## src/rtl/sfp_pkg.sv

```systemverilog
package sfp_pkg;

   localparam int KIND_W  = 3;
   localparam int FLOOR_W = 4;
   localparam int STEPS_W = 20;
   localparam int PHASE_W = 3;
   localparam int COIL_W  = 4;
   localparam int SPF_W   = 16;

   localparam int REQ_DATA_W = 32;
   localparam int RSP_DATA_W = 16;

   localparam logic [SPF_W-1:0]   SPF_RESET       = 16'd4096;
   localparam logic [FLOOR_W-1:0] TOP_FLOOR_RESET = 4'd4;
   localparam logic [FLOOR_W-1:0] FLOOR_HOME      = 4'd1;
   localparam logic [COIL_W-1:0]  COILS_OFF       = 4'h0;

   typedef enum logic [KIND_W-1:0] {
      KIND_TICK       = 3'd0,
      KIND_MOVE_FLOOR = 3'd1,
      KIND_STOP       = 3'd2,
      KIND_HOME       = 3'd3,
      KIND_RAW_STEPS  = 3'd4
   } kind_type;

   typedef enum logic {
      CSR_STEPS_PER_FLOOR = 1'b0,
      CSR_TOP_FLOOR       = 1'b1
   } csr_index_type;

   typedef struct packed {
      kind_type            kind;
      logic [FLOOR_W-1:0]  floor;
      logic [STEPS_W-1:0]  steps;
      logic                direction;
      logic                photo_sensor;
   } cmd_type;

   typedef struct packed {
      logic [COIL_W-1:0]   coils;
      logic                busy_res;
      logic [FLOOR_W-1:0]  floor_now;
      logic [FLOOR_W-1:0]  floor_goal;
      logic                homed;
   } rsp_type;

   // half-step drive pattern, bit0 is IN1
   function automatic logic [COIL_W-1:0] coil_of(input logic [PHASE_W-1:0] ph);
      logic [COIL_W-1:0] pat;
      case (ph)
         3'd0:    pat = 4'h1;
         3'd1:    pat = 4'h3;
         3'd2:    pat = 4'h2;
         3'd3:    pat = 4'h6;
         3'd4:    pat = 4'h4;
         3'd5:    pat = 4'hC;
         3'd6:    pat = 4'h8;
         default: pat = 4'h9;
      endcase
      return pat;
   endfunction

endpackage

```

## src/rtl/sfp_cmd_stage.sv

```systemverilog
module sfp_cmd_stage
   import sfp_pkg::*;
(
   input  logic                  clock,
   input  logic                  reset,
   input  logic                  req_tvalid,
   output logic                  req_tready,
   // floor[3:0], steps[23:4], direction[24], photo_sensor[25], zero fill
   input  logic [REQ_DATA_W-1:0] req_tdata,
   // kind[2:0]
   input  logic [KIND_W-1:0]     req_tuser,
   input  logic                  out_free,
   output logic                  cmd_fire,
   output cmd_type               cmd
);

   logic    valid_ff, valid_in;
   cmd_type cmd_ff, cmd_in;
   logic    take;

   assign cmd_fire   = valid_ff && out_free;
   assign req_tready = !valid_ff || out_free;
   assign take       = req_tvalid && req_tready;
   assign cmd        = cmd_ff;

   always_comb begin
      cmd_in.kind         = kind_type'(req_tuser);
      cmd_in.floor        = req_tdata[3:0];
      cmd_in.steps        = req_tdata[23:4];
      cmd_in.direction    = req_tdata[24];
      cmd_in.photo_sensor = req_tdata[25];
      valid_in            = take || (valid_ff && !cmd_fire);
   end

   always_ff @(posedge clock) begin
      if (reset) begin
         valid_ff <= 1'b0;
      end else begin
         valid_ff <= valid_in;
      end
   end

   always_ff @(posedge clock) begin
      if (take) begin
         cmd_ff <= cmd_in;
      end
   end

endmodule

```

## src/rtl/sfp_core.sv

```systemverilog
module sfp_core
   import sfp_pkg::*;
(
   input  logic             clock,
   input  logic             reset,
   input  logic             cmd_fire,
   input  cmd_type          cmd,
   input  logic             csr_we,
   input  logic             csr_index,
   input  logic [SPF_W-1:0] csr_wdata,
   output rsp_type          rsp_next
);

   logic [SPF_W-1:0]   spf_ff;
   logic [FLOOR_W-1:0] top_ff;

   logic [PHASE_W-1:0] phase_ff, phase_in;
   logic [STEPS_W-1:0] steps_left_ff, steps_left_in;
   logic               move_down_ff, move_down_in;
   logic               busy_ff, busy_in;
   logic               running_ff, running_in;
   logic               homing_ff, homing_in;
   logic               homed_ff, homed_in;
   logic [FLOOR_W-1:0] at_floor_ff, at_floor_in;
   logic [FLOOR_W-1:0] goal_floor_ff, goal_floor_in;
   logic [COIL_W-1:0]  coil_ff, coil_in;

   logic [PHASE_W-1:0] phase_up, phase_dn, phase_run;
   logic [FLOOR_W-1:0] diff;
   logic [STEPS_W-1:0] run_len;
   logic               floor_ok;

   assign phase_up = phase_ff + PHASE_W'(1);
   assign phase_dn = phase_ff - PHASE_W'(1);
   assign phase_run = move_down_ff ? phase_dn : phase_up;

   always_comb begin
      diff = (cmd.floor > at_floor_ff) ? (cmd.floor - at_floor_ff)
                                       : (at_floor_ff - cmd.floor);
      run_len = STEPS_W'(diff) * STEPS_W'(spf_ff);
      floor_ok = (cmd.floor != '0) && (cmd.floor <= top_ff) && !busy_ff &&
                 (cmd.floor != at_floor_ff) && homed_ff;
   end

   always_comb begin
      phase_in      = phase_ff;
      steps_left_in = steps_left_ff;
      move_down_in  = move_down_ff;
      busy_in       = busy_ff;
      running_in    = running_ff;
      homing_in     = homing_ff;
      homed_in      = homed_ff;
      at_floor_in   = at_floor_ff;
      goal_floor_in = goal_floor_ff;
      coil_in       = coil_ff;
      case (cmd.kind)
         KIND_TICK: begin
            if (homing_ff) begin
               if (cmd.photo_sensor) begin
                  coil_in       = COILS_OFF;
                  steps_left_in = '0;
                  busy_in       = 1'b0;
                  homing_in     = 1'b0;
                  homed_in      = 1'b1;
                  at_floor_in   = FLOOR_HOME;
                  goal_floor_in = FLOOR_HOME;
               end else begin
                  phase_in = phase_dn;
                  coil_in  = coil_of(phase_dn);
               end
            end else if (running_ff) begin
               if (steps_left_ff != '0) begin
                  phase_in      = phase_run;
                  coil_in       = coil_of(phase_run);
                  steps_left_in = steps_left_ff - STEPS_W'(1);
               end else begin
                  // extra tick after the last step settles on the goal
                  running_in  = 1'b0;
                  coil_in     = COILS_OFF;
                  at_floor_in = goal_floor_ff;
                  busy_in     = 1'b0;
               end
            end
         end
         KIND_MOVE_FLOOR: begin
            if (floor_ok) begin
               goal_floor_in = cmd.floor;
               if (run_len != '0) begin
                  steps_left_in = run_len;
                  move_down_in  = (cmd.floor < at_floor_ff);
                  busy_in       = 1'b1;
                  running_in    = 1'b1;
               end
            end
         end
         KIND_STOP: begin
            steps_left_in = '0;
            busy_in       = 1'b0;
            running_in    = 1'b0;
            homing_in     = 1'b0;
            coil_in       = COILS_OFF;
         end
         KIND_HOME: begin
            if (!busy_ff) begin
               phase_in      = '0;
               steps_left_in = '0;
               running_in    = 1'b0;
               homing_in     = 1'b1;
               busy_in       = 1'b1;
            end
         end
         KIND_RAW_STEPS: begin
            if (homed_ff && !busy_ff && (cmd.steps != '0)) begin
               steps_left_in = cmd.steps;
               move_down_in  = cmd.direction;
               busy_in       = 1'b1;
               running_in    = 1'b1;
            end
         end
         default: begin
         end
      endcase
   end

   always_comb begin
      rsp_next.coils      = coil_in;
      rsp_next.busy_res   = busy_in;
      rsp_next.floor_now  = at_floor_in;
      rsp_next.floor_goal = goal_floor_in;
      rsp_next.homed      = homed_in;
   end

   always_ff @(posedge clock) begin
      if (reset) begin
         spf_ff <= SPF_RESET;
         top_ff <= TOP_FLOOR_RESET;
      end else if (csr_we) begin
         case (csr_index_type'(csr_index))
            CSR_STEPS_PER_FLOOR: spf_ff <= csr_wdata;
            CSR_TOP_FLOOR:       top_ff <= csr_wdata[FLOOR_W-1:0];
            default: begin
            end
         endcase
      end
   end

   always_ff @(posedge clock) begin
      if (reset) begin
         phase_ff      <= '0;
         steps_left_ff <= '0;
         move_down_ff  <= 1'b0;
         busy_ff       <= 1'b0;
         running_ff    <= 1'b0;
         homing_ff     <= 1'b0;
         homed_ff      <= 1'b0;
         at_floor_ff   <= FLOOR_HOME;
         goal_floor_ff <= FLOOR_HOME;
         coil_ff       <= COILS_OFF;
      end else if (cmd_fire) begin
         phase_ff      <= phase_in;
         steps_left_ff <= steps_left_in;
         move_down_ff  <= move_down_in;
         busy_ff       <= busy_in;
         running_ff    <= running_in;
         homing_ff     <= homing_in;
         homed_ff      <= homed_in;
         at_floor_ff   <= at_floor_in;
         goal_floor_ff <= goal_floor_in;
         coil_ff       <= coil_in;
      end
   end

endmodule

```

## src/rtl/sfp_rsp_stage.sv

```systemverilog
module sfp_rsp_stage
   import sfp_pkg::*;
(
   input  logic                  clock,
   input  logic                  reset,
   input  logic                  load,
   input  rsp_type               rsp_next,
   output logic                  out_free,
   output logic                  rsp_tvalid,
   input  logic                  rsp_tready,
   // coils[3:0], busy_res[4], floor_now[8:5], floor_goal[12:9], homed[13], zero fill
   output logic [RSP_DATA_W-1:0] rsp_tdata
);

   logic    valid_ff, valid_in;
   rsp_type rsp_ff;

   assign out_free   = !valid_ff || rsp_tready;
   assign rsp_tvalid = valid_ff;
   assign valid_in   = load || (valid_ff && !rsp_tready);

   assign rsp_tdata = {2'b00, rsp_ff.homed, rsp_ff.floor_goal, rsp_ff.floor_now,
                       rsp_ff.busy_res, rsp_ff.coils};

   always_ff @(posedge clock) begin
      if (reset) begin
         valid_ff <= 1'b0;
      end else begin
         valid_ff <= valid_in;
      end
   end

   always_ff @(posedge clock) begin
      if (load) begin
         rsp_ff <= rsp_next;
      end
   end

endmodule

```

## src/rtl/stepper_floor_positioner.sv

```systemverilog
// path: input register, state update, then result register, which drives rsp
// throughput: one word per cycle unless rsp stalls; input register feeds one state update
// while a finished result waits on rsp the input register takes one more word, then stalls
// reset is synchronous, active high: motion state, floors and config registers
// return to their defaults at once, with no clearing pass
module stepper_floor_positioner
   import sfp_pkg::*;
(
   input  logic                  clock,
   input  logic                  reset,
   input  logic                  req_tvalid,
   output logic                  req_tready,
   // floor[3:0], steps[23:4], direction[24], photo_sensor[25], zero fill
   input  logic [REQ_DATA_W-1:0] req_tdata,
   // kind[2:0]
   input  logic [KIND_W-1:0]     req_tuser,
   output logic                  rsp_tvalid,
   input  logic                  rsp_tready,
   // coils[3:0], busy_res[4], floor_now[8:5], floor_goal[12:9], homed[13], zero fill
   output logic [RSP_DATA_W-1:0] rsp_tdata,
   input  logic                  csr_we,
   input  logic                  csr_index,
   input  logic [SPF_W-1:0]      csr_wdata
);

   logic    out_free;
   logic    cmd_fire;
   cmd_type cmd;
   rsp_type rsp_next;

   sfp_cmd_stage u_cmd (
      .clock      (clock),
      .reset      (reset),
      .req_tvalid (req_tvalid),
      .req_tready (req_tready),
      .req_tdata  (req_tdata),
      .req_tuser  (req_tuser),
      .out_free   (out_free),
      .cmd_fire   (cmd_fire),
      .cmd        (cmd)
   );

   sfp_core u_core (
      .clock     (clock),
      .reset     (reset),
      .cmd_fire  (cmd_fire),
      .cmd       (cmd),
      .csr_we    (csr_we),
      .csr_index (csr_index),
      .csr_wdata (csr_wdata),
      .rsp_next  (rsp_next)
   );

   sfp_rsp_stage u_rsp (
      .clock      (clock),
      .reset      (reset),
      .load       (cmd_fire),
      .rsp_next   (rsp_next),
      .out_free   (out_free),
      .rsp_tvalid (rsp_tvalid),
      .rsp_tready (rsp_tready),
      .rsp_tdata  (rsp_tdata)
   );

endmodule

```

## config.mk

```make
export PLATFORM = sky130hd
export DESIGN_NAME = stepper_floor_positioner
export DESIGN_NICKNAME = d
export VERILOG_FILES = /design/src/rtl/sfp_pkg.sv /design/src/rtl/sfp_cmd_stage.sv /design/src/rtl/sfp_core.sv /design/src/rtl/sfp_rsp_stage.sv /design/src/rtl/stepper_floor_positioner.sv
export SDC_FILE = /design/constraint.sdc
export NUM_CORES = 1
export LEC_CHECK = 0
export BUFFER_PORTS_ARGS = -buffer_cell sky130_fd_sc_hd__buf_4
export CORE_AREA = 3 3 83 164
export DETAILED_ROUTE_END_ITERATION = 7
export DIE_AREA = 0 0 86 167
export MAX_ROUTING_LAYER = met4
export PLACE_DENSITY = 0.87
export REMOVE_ABC_BUFFERS = 1
export SYNTH_ARGS = -nofsm -noshare
export SYNTH_HDL_FRONTEND = slang
export SYNTH_SLANG_ARGS = --single-unit
```

## constraint.sdc

```tcl
create_clock -name clock -period 8.4 [get_ports clock]
set_input_delay 0 -clock clock [delete_from_list [all_inputs] [get_ports clock]]
set_output_delay 0 -clock clock [all_outputs]
set_load 0.02 [all_outputs]
```

==> results.txt <==
Via Count -> 7163
Share of layout cells above drive strength 1 -> 10.9%
CP Cell Sequence -> inv_1 > ha_1 > inv_1 > fa_1 > a21o_1 > a21oi_1 > a41oi_1 > mux2i_1 > xnor2_2 > nand2_1 > fa_1 > fa_1 > inv_1 > fa_1 > a211oi_2 > o21ai_1 > a221oi_1 > xor2_1 > or4b_1 > or4b_4 > o211ai_4 > buf_4 > and4_2 > a31o_2
Post-synth EDFFs -> 43
Register area -> 0.00253 mm²
Clock Path Buffers -> 2
Top_reg_cell synth -> dfxtp_1
Hold endpoint -> u_core.spf_ff[12]
Synthesis warning total -> 0
Vias in the first global route -> 7234
Worst hold path depth -> 3
Outcome -> completed
Unrepaired setup endpoints after global routing -> no
Wire length per cell -> 18.4 µm
H-tree depth -> 3
First-pass GRT wire length -> 34300 µm
Via density -> 6.34
Clock sink count -> 105
Post-CTS Setup Repair Bufs -> 0
CP startpoint kind -> register
Total GRT Usage -> 30.6%
Share of the synthesized area in the top cell type -> 17.0%
Max_cap viols -> 0
CTS tree -> built
Nets@finish -> 1103
Post-synth ARST share -> 0%
Post-Route WL -> 20800 µm
Internal power -> 0.000948 W
N_diodes -> 0
Minimum clock period -> 7.59 ns
CP required -> 8.71 ns
TritonCTS Buffers -> 9
Die width -> 86 µm
DIE HEIGHT -> 167 µm
Achievable Freq -> 0.132 GHz
TNS Setup -> 0 ns
Grt ovf -> 0
Synth area leaders -> edfxtp_1, dfxtp_1, fa_1, ha_1, a21oi_1
Die area -> 0.0144 mm²
Footprint of the multi-input gates -> 0.00458 mm²
Worst min path class -> in2reg
Clock latency on the worst-skew pair -> 0.36 ns
Clock power share -> 29.0%
Placer congestion estimate -> 0.972
Largest net degree at the start of global routing -> 62
IO Count -> 75
HPWL after DPL -> 14500 µm
Crit end category -> register
Final core occ -> 71.3%
Initial core utilization -> 60.6%
Sw Share -> 34.5%
Synthesized flop and latch total -> 105
Fillers -> 938
Initial antenna violation count -> 0
Leak pwr -> 3.76 nW
Post-synthesis cell count -> 876
Syn avg cell area -> 8.69 µm²
Core ar. -> 0.0126 mm²
Worst path slowest cell -> xnor2_2
Clk_skew -> 0.0141 ns
CP dominant cell by count -> fa_1
Number of port buffers -> 66
Register area share after synthesis -> 33.3%
Reg2reg setup slack -> 0.81 ns
Pins Over Slew Limit -> 0
PnR worst setup slack -> 0.809 ns
Layout area overhead -> 17.6%
Yosys top cell by area -> edfxtp_1
Worst r2r dst -> u_core.steps_left_ff[12]
Crit path kind -> reg2reg
Initial DRC Count -> 514
Seq pwr share -> 40.4%
Worst-path clk slew -> 0.08 ns
WP data arrival -> 7.90 ns
Crit path largest cell delay -> 0.60 ns
Cell Area, Synth -> 0.00761 mm²
Number of DRC violations after detailed routing -> 0
Switching power -> 0.000499 W
CTS root buf -> clkbuf_16
Hold path startpoint -> reset
Max IR drop VDD -> 155 µV
FP Rows -> 58
CP max FO -> 16
Final setup viols -> 0
Least-Margin Pin Slew -> 0.935 ns
Routed Antenna Nets -> 0
DP Worst Slack -> 0.520 ns
Reg2Reg Depth -> 24
Final hold violation count -> 0
Final worst path period share -> 90.4%
Power Total -> 0.00145 W
Count of cell types in the netlist -> 74
Power Density -> 162 mW/mm²
Logic pwr share -> 30.6%
Slew HR -> 37.7%
Drt first pass iters -> 5
Worst r2r src -> u_cmd.cmd[22]
==> synth_stat cells (26+ instances only) <==
library cell and count:
a21oi_1 69, and2_1 30, clkbuf_1 28, dfxtp_1 62
edfxtp_1 43, fa_1 30, ha_1 42, inv_1 80
nand2_1 85, nand3_1 26, nor2_1 75, o21ai_0 34
==> power by group through the flow <==
stage | clock (W) | sequential [W] | combinational (W)
2_1_floorplan | 0 | 0.000592 | 0.000286
3_3_place_gp | 0 | 0.000595 | 0.000399
3_5_place_dp | 0 | 0.000595 | 0.000410
4_1_cts | 0.000420 | 0.000584 | 0.000434
5_1_grt | 0.000440 | 0.000588 | 0.000488
6_report | 0.000420 | 0.000585 | 0.000442
==> cell families (layout without fill, tap and decap cells) <==
family                   count (synthesis)  in the layout  share of synthesized area [%]
AND/OR/NAND/NOR                        318            318                           20.8
AO/OA/AOI/OAI                          221            221                           19.5
buffers and inverters                  119            221                           6.73
flip-flops                             105            105                           33.3
adder cells (fa/ha/maj)                 72             72                           14.8
XOR/XNOR                                29             29                           3.34
multiplexers                            11             11                           1.48
other                                    1              2                         0.0493
==> worst max-delay path by stage <==
stage                        from                        to  slack, ns  cells after the start
floorplan           u_cmd.cmd[22]  u_core.steps_left_ff[12]       1.44                     23
global placement    u_cmd.cmd[22]         u_core.running_ff       0.72                     23
detailed placement  u_cmd.cmd[22]         u_core.running_ff       0.52                     23
CTS                 u_cmd.cmd[22]  u_core.steps_left_ff[12]       0.45                     24
global route        u_cmd.cmd[22]  u_core.steps_left_ff[12]       0.31                     24
finish              u_cmd.cmd[22]  u_core.steps_left_ff[12]       0.81                     24
==> registers in the layout, summed over array words and instances (netlist names), 3 cells and up <==
register / count
u_core.steps_left_ff: 20
u_core.at_floor_ff: 4
u_core.spf_ff: 16
u_core.top_ff: 4
u_rsp.rsp_tdata: 14
u_core.goal_floor_ff: 4
u_core.coil_ff: 4
u_core.phase_ff: 3
u_cmd.cmd: 29
==> through the flow <==
| step | cell area (µm²) | hold slack [ns] | cells |
|---|---|---|---|
| floorplan | 7400 | 0.0691 | 838 |
| global placement | 8150 | 0.178 | 1063 |
| detailed placement | 8150 | 0.179 | 1063 |
| CTS | 8940 | 0.122 | 1129 |
| global route | 8950 | 0.171 | 1129 |
| finish | 8950 | 0.130 | 1129 |
==> critical path, delay by kind of cell, from the launching register on <==
family	cells	cell delay, ns
XOR/XNOR	2	0.85
AO/OA/AOI/OAI	8	1.89
AND/OR/NAND/NOR	4	1.45
flip-flops	1	0.41
multiplexers	1	0.25
adder cells (fa/ha/maj)	5	2.14
buffers and inverters	4	0.55
==> area by class of cell <==
type	count	share of cell area (%)
Clock buffer	10	2.56
Clock inverter	6	0.699
Inverter	80	3.35
Multi-Input combinational cell	653	51.1
Sequential cell	105	28.3
Tap cell	150	2.10
Timing Repair Buffer	125	11.9
==> placed cells by master, fill, tap and decap left out, types with 11 or more instances in the layout <==
master and instances:
a211oi_1 11, nand3_1 26, nor3_1 14, a21oi_1 69, xor2_1 13, nor2b_1 23
edfxtp_1 43, nand2b_1 23, o211ai_1 15, nor2_1 75, o21ai_0 34, ha_1 42
and2_1 30, a21o_1 17, dlygate4sd3_1 50, dfxtp_1 62, buf_4 75, inv_1 80
fa_1 30, xnor2_1 15, nand2_1 85
==> repair_timing <==
action                                  4_1_cts  5_1_grt
endpoints found under the setup margin        0       18
hold buffers                                 50        0
gates resized for setup                       0        1
hold endpoints to repair                     51        0
==> layer usage <==
layer	part of all wire, %	GRT usage (%)	wire length (µm)	up-vias
li1	-	-	-	3275
met1	33	30.4	6940	3394
met2	54	54.9	11300	375
met3	6.3	4.65	1300	119
met4	5.9	17.2	1220	0
met5	0	-	0	-
No activity file was read; power rests on OpenSTA's default activity.
